[src/rtl/core/tnc_pkg.sv]
// ----------------------------------------------------------------------------
// tnc_pkg - shared types and constants of the tag nesting checker
// Tag marks, fault codes, stack depth default and the stack shift command.
// ----------------------------------------------------------------------------
`default_nettype none

package tnc_pkg;

   localparam int DEFAULT_STACK_DEPTH = 64;

   localparam logic [7:0] OPEN_MARK  = 8'h3C;
   localparam logic [7:0] CLOSE_MARK = 8'h2F;

   typedef logic [2:0] fault_type;

   localparam fault_type FAULT_NONE     = 3'd0;
   localparam fault_type FAULT_MISMATCH = 3'd1;
   localparam fault_type FAULT_EMPTY    = 3'd2;
   localparam fault_type FAULT_OPEN     = 3'd3;
   localparam fault_type FAULT_OVERFLOW = 3'd4;

   // Shift command broadcast to every stack cell.
   typedef struct packed {
      logic       push;
      logic       pop;
      logic [7:0] data;
   } stack_op_type;

endpackage

`default_nettype wire

[src/rtl/core/tnc_judge.sv]
// ----------------------------------------------------------------------------
// tnc_judge - evaluate one markup position
// Decodes a '<' position from its two lookahead bytes, issues the stack
// command and updates the tag count and the sticky fault code.
// ----------------------------------------------------------------------------
`default_nettype none

module tnc_judge
   import tnc_pkg::*;
#(
   parameter int STACK_DEPTH = DEFAULT_STACK_DEPTH,
   localparam int CW = $clog2(STACK_DEPTH + 1)
) (
   input  wire logic          enable,
   input  wire logic [7:0]    c0,
   input  wire logic [7:0]    c1,
   input  wire logic [7:0]    c2,
   input  wire logic [7:0]    top,
   input  wire logic [CW-1:0] count,
   input  wire fault_type     fault,
   output stack_op_type       op,
   output logic [CW-1:0]      count_next,
   output fault_type          fault_next
);

   logic is_open;

   assign is_open = enable && (fault == FAULT_NONE) && (c0 == OPEN_MARK);

   always_comb begin
      op         = '{push: 1'b0, pop: 1'b0, data: c1};
      count_next = count;
      fault_next = fault;
      if (is_open) begin
         if (c1 == CLOSE_MARK) begin
            if (count == '0) begin
               fault_next = FAULT_EMPTY;
            end else begin
               // pop even on a mismatch, then flag it
               op.pop     = 1'b1;
               count_next = count - CW'(1);
               if (top != c2) begin
                  fault_next = FAULT_MISMATCH;
               end
            end
         end else begin
            if (count == CW'(STACK_DEPTH)) begin
               fault_next = FAULT_OVERFLOW;
            end else begin
               op.push    = 1'b1;
               count_next = count + CW'(1);
            end
         end
      end
   end

endmodule

`default_nettype wire

[config.mk]
export PLATFORM = sky130hd
export DESIGN_NAME = tnc_judge
export DESIGN_NICKNAME = d
export VERILOG_FILES = /design/src/rtl/core/tnc_pkg.sv /design/src/rtl/core/tnc_judge.sv
export SDC_FILE = /design/constraint.sdc
export NUM_CORES = 1
export LEC_CHECK = 0
export BUFFER_PORTS_ARGS = -buffer_cell sky130_fd_sc_hd__buf_4
export CORE_MARGIN = 10
export CORE_UTILIZATION = 30
export DETAILED_ROUTE_END_ITERATION = 10
export PLACE_DENSITY = 0.73
export SLEW_MARGIN = 25
export SYNTH_ARGS = -nofsm -noshare
export SYNTH_HDL_FRONTEND = slang
export SYNTH_SLANG_ARGS = --single-unit
[constraint.sdc]
create_clock -name vclk -period 5.35
set_clock_uncertainty 0.05 [all_clocks]
set_input_delay 1.3375 -clock vclk [all_inputs]
set_output_delay 1.3375 -clock vclk [all_outputs]
set_load 0.005 [all_outputs]
# Word level (Yosys, flattened, before mapping)

Cells that the tools add are included.

Register bits: 0
Bits of input ports: 43

Add/subtract/negate cells: 2
Equal/unequal tests: 4
Multiplexer cells: 14
Reductions and logical operators: 4

Operators by type and width:

| cell                                              | number |
|---|---|
| 2-to-1 mux 7 bit                                  | 4 |
| == test 8 x 6 -> 1 bit (second input constant)    | 2 |
| 2-to-1 mux 3 bit                                  | 5 |
| != test 8 bit                                     | 1 |
| adder 7 x 1 -> 7 bit (second input constant)      | 1 |
| == test 7 bit (second input constant)             | 1 |
| logical NOT 7 bit                                 | 1 |
| subtractor 7 x 1 -> 7 bit (second input constant) | 1 |
| 2-to-1 mux 1 bit                                  | 4 |
| logical NOT 3 bit                                 | 1 |
| logical AND 1 bit                                 | 2 |
| 2-to-1 mux 2 bit                                  | 1 |

# Longest topological paths before layout

Gate-level depths: netlist (run 1).

Depth in word-level cells: 5
Depth in mapped cells: 7
Gate-level depth less buffers: 7

# Worst setup path before layout (run 1)

Ideal clock, no wire load.

Kind: input to output
Start: input port count[0]
End: output port count_next[0]
Data arrival time: 2672 ps
Data required time: 3963 ps
Path slack: 1290 ps
Stages on the path: 7
Path buffers: 0
Cells stage by stage: inv_1 ha_1 or3b_4 or3_4 a21oi_2 nor2_1 xnor2_1

Longest elaborated chain between the ends: 4
Elaborated cells between the ends (all ways): 8

Ends and longest elaborated chain:

| what                                         | line                             | source |
|---|---|---|
| from (decl)                                  | tnc_judge.sv:19                  | `input wire logic [CW-1:0] count,` |
| adder 7 x 1 -> 7 bit (tied with other cells) | tnc_judge.sv:51                  | `count_next = count + CW'(1);` |
| 2-to-1 mux 7 bit, on equally long branches   | tnc_judge.sv:47, tnc_judge.sv:36 |  |
| 2-to-1 mux 7 bit                             | tnc_judge.sv:35                  | `if (c1 == CLOSE_MARK) begin` |
| 2-to-1 mux 7 bit *                           | tnc_judge.sv:34                  | `if (is_open) begin` |
| to (decl)                                    | tnc_judge.sv:22                  | `output logic [CW-1:0] count_next,` |

Mark *: on every way between the ends. The rest lies on a longest branch, timed or not.

# Final worst setup path (run 1)

Start: input port count[0]
End: output port count_next[5]

Longest elaborated chain between the ends: 4
Elaborated cells between the ends (all ways): 8

Ends and longest elaborated chain:

| what                                         | line |
|---|---|
| adder 7 x 1 -> 7 bit (tied with other cells) | tnc_judge.sv:51 |
| 2-to-1 mux 7 bit, on equally long branches   | tnc_judge.sv:47, tnc_judge.sv:36 |
| 2-to-1 mux 7 bit *                           | tnc_judge.sv:35 |
| 2-to-1 mux 7 bit *                           | tnc_judge.sv:34 |

Marked as above.

==> results of run 1 <==
## placed cells by master (no fill, tap or decap), types with 2 or more instances in the layout
| cell | synthesis | final |
|---|---|---|
| nand3_1 | 5 | 5 |
| nor2_1 | 8 | 8 |
| o21ai_0 | 7 | 7 |
| xnor2_1 | 2 | 2 |
| a21oi_1 | 5 | 5 |
| nor3_1 | 5 | 5 |
| nor4_1 | 3 | 3 |
| a31o_2 | 2 | 2 |
| nand2_1 | 3 | 3 |
| ha_1 | 2 | 2 |
| xor2_1 | 9 | 9 |
| buf_4 | 8 | 63 |
| inv_1 | 2 | 2 |
## cell families after synthesis
group	count (synthesis)	share of synthesized area (%)
xor+xnor	11	14.95
compound gates	24	24.47
simple gates	41	42.53
buf+inv	12	12.62
fa+ha+maj	2	3.883
mux	1	1.553
## layer usage
layer	wire length [um]	part of all wire [%]	up-vias	global-route usage, %
li1	-	-	445	-
met1	941	37	388	12.23
met2	1471	57	22	21.65
met3	161	6.3	0	2.203
met4	0	0	0	0
met5	0	0	-	0
## power by group through the flow
stage / Sequential (mW) / Clock (mW) / Combinational (mW)
6_report: 0 / 0 / 0.0612
4_1_cts: 0 / 0 / 0.0620
2_1_floorplan: 0 / 0 / 0.0231
3_3_place_gp: 0 / 0 / 0.0603
3_5_place_dp: 0 / 0 / 0.0619
5_1_grt: 0 / 0 / 0.0670
## layout make-up
type	count	area, um2	share of cell area, %
multi-input cells	79	563.0	52.26
repair buffers	63	473.0	43.90
well taps	27	33.78	3.136
inverters	2	7.507	0.6969
## path summary, 6_finish.rpt
kind / slack, ps / endpoint / start / cells past startpoint
worst min-delay path: 2810 / op[3] / c1[3] / 2
worst max-delay path: 870 / count_next[5] / count[0] / 9
## per-stage QoR
stage,worst slack [ps],hold WS (ps)
2_1_floorplan,1290,2685
3_3_place_gp,939.0,2807
3_5_place_dp,878.6,2813
4_1_cts,872.3,2813
5_1_grt,732.9,2818
6_report,869.8,2812
==> impl_metrics.env, run 1 <==
export IMPL_die_h_um=66.35
export IMPL_switching_share_pct=38.14
export IMPL_clkPwrFrac_pct=0
export IMPL_grt_max_degree=10
export IMPL_yosys_area_top_type="xor2_1"
export IMPL_setup_violations=0
export IMPL_gr_total_overflow=0
export IMPL_post_cts_resized=0
export IMPL_synth_top_area_share_pct=12.23
export IMPL_cp_slowest_stage_delay_ps=420
export IMPL_synth_nets=136
export IMPL_n_clock_buffer=0
export IMPL_seq_cells=0
export IMPL_dpl_instance_area_um2=1077
export IMPL_p_seq_share_pct=0
export IMPL_synth_commonest_cells="9 x xor2_1, 8 x buf_4, 8 x nor2_1"
export IMPL_crit_slowest_cell="or3b_4"
export IMPL_total_power_uw=61.20
export IMPL_ant_nets=0
export IMPL_period_minus_slack_ps=4480
export IMPL_hold_buffers=0
export IMPL_fin_nets=191
export IMPL_initial_core_util_pct=32.19
export IMPL_yosysWarningCount=0
export IMPL_area_delta_synth_final_pct=67.18
export IMPL_cp_num_buf_inv=3
export IMPL_num_vias=855
export IMPL_diodes=0
export IMPL_endpoint_kind="output port"
export IMPL_syn_area_um2=644.4
export IMPL_die_x_um=66.35
export IMPL_drc_errors=0
export IMPL_yosysMostFrequentCell="xor2_1"
export IMPL_run_status="completed"
export IMPL_row_count=16
export IMPL_syn_avg_cell_area_um2=7.081
export IMPL_crit_chain="buf_4, inv_1, ha_1, or3b_4, nor4_4, nor3_1, o31ai_1, o21ai_1, buf_4"
export IMPL_seq_area_frac_synth_pct=0
export IMPL_seq_area_um2=0
export IMPL_grt_pass1_wl_mm=4.146
export IMPL_grt_pass1_vias=912
export IMPL_portBuffers=63
export IMPL_grt_usage_pct=10.98
export IMPL_hold_viol_final=0
export IMPL_ys_types=43
export IMPL_path_class="in -> out"
export IMPL_finalSetupTns_ps=0
export IMPL_dr_pass1_iters=4
export IMPL_core_um2=2002
export IMPL_crit_fanout=8
export IMPL_num_io_pins=63
export IMPL_vdd_ir_drop_max_mv=0.03044
export IMPL_syn_inst=91
export IMPL_crit_top_cell="buf_4"
export IMPL_tightest_slew_ps=458.1
export IMPL_cts_setup_buffers=0
export IMPL_worstPathArrival_ps=3090
export IMPL_p_comb_share_pct=100.0
export IMPL_fillCellCount=202
export IMPL_viasPerCell=5.000
export IMPL_drv_slew=0
export IMPL_drive_above_1_share_pct=52.08
export IMPL_intPower_uw=37.86
export IMPL_cellPowerDensity_nw_per_um2=56.81
export IMPL_cp_top_family="simple AND/OR/NAND/NOR gates"
export IMPL_finish_utilization_pct=53.81
export IMPL_rsz0062_at_grt="no"
export IMPL_grt_antenna_before_repair=0
export IMPL_p_switching_uw=23.34
export IMPL_ys_top_cells_by_area="xor2_1 12%, buf_4 9.3%, o21ai_0 5.4%"
export IMPL_min_path_type="in -> out"
export IMPL_post_route_period_util_pct=83.74
export IMPL_drt_total_wl_mm=2.573
export IMPL_cp_start_kind="primary input"
export IMPL_die_area_um2=4402
export IMPL_worstPathRequired_ps=3960
export IMPL_slew_headroom_pct=69.23
export IMPL_leakage_nw=0.4850
export IMPL_hpwl_mm=2.333
export IMPL_dpl_cell_count=171
export IMPL_wl_per_cell_um=15.05
export IMPL_place_gp_congestion=0.8182
export IMPL_drv_cap=0
export IMPL_fin_cells=171
export IMPL_max_clock_freq_ghz=0.2232
export IMPL_initialDrtViolationCount=31
export IMPL_post_route_cell_area_um2=1077
Power figures use the tool's default switching activity.
==> run 2, diff against run 1 <==
==> constraint.sdc (replaced) <==
create_clock -name vclk -period 4.24
set_clock_uncertainty 0.05 [all_clocks]
set_input_delay 1.06 -clock vclk [all_inputs]
set_output_delay 1.06 -clock vclk [all_outputs]
set_load 0.005 [all_outputs]
==> impl_metrics.env, run 2 (synthesis gave the netlist of run 1 again) <==
export IMPL_run_status="completed"
export IMPL_grt_usage_pct=10.85
export IMPL_worstPathRequired_ps=3130
export IMPL_endpoint_kind="output port"
export IMPL_min_path_type="in -> out"
export IMPL_hold_viol_final=0
export IMPL_post_route_period_util_pct=92.54
export IMPL_die_x_um=66.35
export IMPL_fin_nets=191
export IMPL_hpwl_mm=2.318
export IMPL_max_clock_freq_ghz=0.2549
export IMPL_num_io_pins=63
export IMPL_multiInputGateArea_um2=563.0
export IMPL_drc_errors=0
export IMPL_final_common_cell="buf_4"
export IMPL_area_delta_synth_final_pct=67.18
export IMPL_rsz0062_at_grt="no"
export IMPL_wl_per_cell_um=14.96
export IMPL_crit_chain="buf_4, inv_1, ha_1, or3b_4, nor4_4, nor3_1, o31ai_1, o21ai_1, buf_4"
export IMPL_grt_max_degree=10
export IMPL_tightest_slew_ps=464.1
export IMPL_worst_hold_slack_ps=2257
export IMPL_initial_core_util_pct=32.19
export IMPL_row_count=16
export IMPL_place_gp_congestion=0.8181
export IMPL_drt_total_wl_mm=2.559
export IMPL_diodes=0
export IMPL_crit_top_cell="buf_4"
export IMPL_grt_pass1_wl_mm=4.098
export IMPL_dr_pass1_iters=4
export IMPL_post_cts_resized=0
export IMPL_grt_pass1_vias=902
export IMPL_drv_cap=0
export IMPL_die_h_um=66.35
export IMPL_cp_start_kind="primary input"
export IMPL_cellPowerDensity_nw_per_um2=71.38
export IMPL_vdd_ir_drop_max_mv=0.03798
export IMPL_seq_area_um2=0
export IMPL_die_area_um2=4402
export IMPL_cp_slowest_stage_delay_ps=420
export IMPL_setup_ws_ps=316.4
export IMPL_setup_violations=0
export IMPL_place_ws_ps=331.8
export IMPL_crit_fanout=8
export IMPL_leakage_nw=0.4850
export IMPL_drv_slew=0
export IMPL_initialDrtViolationCount=25
export IMPL_num_vias=855
export IMPL_grt_antenna_before_repair=0
export IMPL_path_class="in -> out"
export IMPL_viasPerCell=5.000
export IMPL_drive_above_1_share_pct=52.08
export IMPL_n_clock_buffer=0
export IMPL_cts_setup_buffers=0
export IMPL_portBuffers=63
export IMPL_finalSetupTns_ps=0
export IMPL_total_power_uw=76.89
export IMPL_hold_buffers=0
export IMPL_fillCellCount=210
export IMPL_worstPathArrival_ps=2810
export IMPL_slew_headroom_pct=68.83
export IMPL_layout_common_cells="63 x buf_4, 9 x xor2_1, 8 x nor2_1"
export IMPL_gr_total_overflow=0
export IMPL_core_um2=2002
export IMPL_ant_nets=0
export IMPL_seq_cells=0
export IMPL_crit_slowest_cell="or3b_4"
export IMPL_period_minus_slack_ps=3924
## run 2: cell counts in the layout (fill, tap and decap cells not counted)
No cell type changed its count.
## run 2: worst paths after layout
path | from | endpoint | slack, ps | depth (start not counted)
max | count[0] | count_next[5] | 320 | 9
min | c1[3] | op[3] | 2260 | 2
## run 2: layout make-up
class                      count  share of cell area (%)
inverter                       2                  0.6969
tap                           27                   3.136
multi-input combinational     79                   52.26
timing repair buffer          63                   43.90
## run 2: critical path: cells and delay by family
family                     cells  cell delay [ps]
and+or+nand+nor                3              900
buffers and inverters          3              350
AOI/OAI and AO/OA              2              330
adders and majority gates      1              170
## run 2: power by group
group	switching [mW]	internal, mW	total (mW)
sequential	0	0	0
clock	0	0	0
combinational	0.0291	0.0478	0.0769
total	0.0291	0.0478	0.0769
## run 2: per-stage QoR
step	util, %	std cells	cell area, um2
finish	53.81	171	1077
global route	53.81	171	1077
CTS	53.81	171	1077
detailed placement	53.81	171	1077
global placement	53.81	171	1077
floorplan	-	91	644.4
## run 2: per-layer routing
| metal | up-vias | wire, um | track usage, % |
|---|---|---|---|
| li1 | 446 | - | - |
| met1 | 387 | 947 | 12.23 |
| met2 | 22 | 1483 | 21.41 |
| met3 | 0 | 128 | 1.864 |
| met4 | 0 | 0 | 0 |
| met5 | - | 0 | 0 |
==> run 3, diff against run 2 <==
--- a/config.mk
+++ b/config.mk
@@ -9,6 +9,7 @@
 export CORE_MARGIN = 10
 export CORE_UTILIZATION = 30
 export DETAILED_ROUTE_END_ITERATION = 10
+export GPL_TIMING_DRIVEN = 0
 export PLACE_DENSITY = 0.73
 export SLEW_MARGIN = 25
 export SYNTH_ARGS = -nofsm -noshare
==> impl_metrics.env, run 3 (synthesis gave the netlist of run 1 again) <==
export IMPL_run_status="completed"
export IMPL_dpl_cell_count=180
export IMPL_met3_usage_pct=2.034
export IMPL_place_ws_ps=323.5
export IMPL_crit_fanout=8
export IMPL_fin_cells=180
export IMPL_drc_errors=0
export IMPL_grt_pass1_vias=944
export IMPL_post_route_period_util_pct=92.88
export IMPL_cellPowerDensity_nw_per_um2=72.82
export IMPL_cp_start_kind="primary input"
export IMPL_grt_usage_pct=11.15
export IMPL_hpwl_mm=2.434
export IMPL_fin_nets=200
export IMPL_hold_viol_final=0
export IMPL_hold_buffers=0
export IMPL_worstPathArrival_ps=2830
export IMPL_row_count=16
export IMPL_hold_depth=3
export IMPL_layout_common_cells="70 x buf_4, 9 x xor2_1, 8 x nor2_1"
export IMPL_crit_top_cell="buf_4"
export IMPL_ant_nets=0
export IMPL_place_gp_congestion=0.7877
export IMPL_die_h_um=66.35
export IMPL_grt_use_met2_pct=22.73
export IMPL_slew_headroom_pct=68.14
export IMPL_num_io_pins=63
export IMPL_setup_violations=0
export IMPL_drive_above_1_share_pct=54.25
export IMPL_min_path_type="in -> out"
export IMPL_seq_area_um2=0
export IMPL_area_delta_synth_final_pct=77.48
export IMPL_gr_total_overflow=0
export IMPL_grt_antenna_before_repair=0
export IMPL_worstPathRequired_ps=3130
export IMPL_path_class="in -> out"
export IMPL_die_area_um2=4402
export IMPL_min_delay_worst_endpoint="fault_next[0]"
export IMPL_total_power_uw=83.28
export IMPL_hold_start="fault[0]"
export IMPL_seq_cells=0
export IMPL_tightest_slew_ps=474.3
export IMPL_die_x_um=66.35
export IMPL_top_usage_layer="met2"
export IMPL_core_um2=2002
export IMPL_post_cts_resized=0
export IMPL_diodes=0
export IMPL_wl_per_cell_um=15.09
export IMPL_rsz0062_at_grt="no"
export IMPL_drt_total_wl_mm=2.717
export IMPL_viasPerCell=5.100
export IMPL_initialDrtViolationCount=17
export IMPL_endpoint_kind="output port"
export IMPL_max_clock_freq_ghz=0.2539
export IMPL_num_vias=918
export IMPL_setup_ws_ps=302.0
export IMPL_final_common_cell="buf_4"
export IMPL_grt_max_degree=10
export IMPL_period_minus_slack_ps=3938
export IMPL_crit_slowest_cell="or3b_4"
export IMPL_initial_core_util_pct=32.19
export IMPL_use_met1_pct=11.95
export IMPL_vdd_ir_drop_max_mv=0.03563
export IMPL_grt_pass1_wl_mm=4.215
export IMPL_finalSetupTns_ps=0
export IMPL_drv_slew=0
export IMPL_cp_slowest_stage_delay_ps=430
export IMPL_cts_setup_buffers=0
export IMPL_worst_hold_slack_ps=2329
export IMPL_crit_chain="buf_4, inv_1, ha_1, or3b_4, nor4_4, nor2_2, a221oi_2, mux2i_1, buf_4"
export IMPL_portBuffers=62
export IMPL_n_clock_buffer=0
export IMPL_leakage_nw=0.5248
export IMPL_drv_cap=0
export IMPL_dr_pass1_iters=4
[run 3: worst max-delay path by stage]
stage | cells past startpoint | slack (ps) | startpoint | to
floorplan | 7 | 740 | count[0] | count_next[0]
global placement | 9 | 330 | count[0] | count_next[3]
detailed placement | 9 | 320 | count[0] | count_next[3]
CTS | 9 | 310 | count[0] | count_next[3]
global route | 9 | 180 | count[0] | count_next[3]
finish | 9 | 300 | count[0] | count_next[3]
[run 3: per-layer routing]
layer	vias to the layer above	share of wire (%)
li1	466	-
met1	426	36
met2	26	58
met3	0	5.4
met4	0	0
met5	-	0
[run 3: per-stage QoR]
stage / area, um2 / utilization (%)
floorplan: 644.4 / -
global placement: 1144 / 57.13
detailed placement: 1144 / 57.13
CTS: 1144 / 57.13
global route: 1144 / 57.13
finish: 1144 / 57.13
[run 3: power breakdown]
| group | leakage, nW | switching, mW | total, mW | internal [mW] |
|---|---|---|---|---|
| sequential | 0 | 0 | 0 | 0 |
| combinational | 0.525 | 0.0309 | 0.0833 | 0.0524 |
| clock | 0 | 0 | 0 | 0 |
| total | 0.525 | 0.0309 | 0.0833 | 0.0524 |
[run 3: final cells by class]
class / count / area (um2)
tap: 27 / 33.78
multi-input combinational: 79 / 563.0
inverter: 2 / 7.507
fill: 200 / 858.3
buffer: 10 / 73.82
timing repair buffer: 62 / 465.4
[run 3: worst max-delay path, delay by kind of cell]
family          cells  cell delay [ps]
simple gates        3              890
buf+inv             3              340
compound gates      1              230
fa+ha+maj           1              190
mux                 1              110
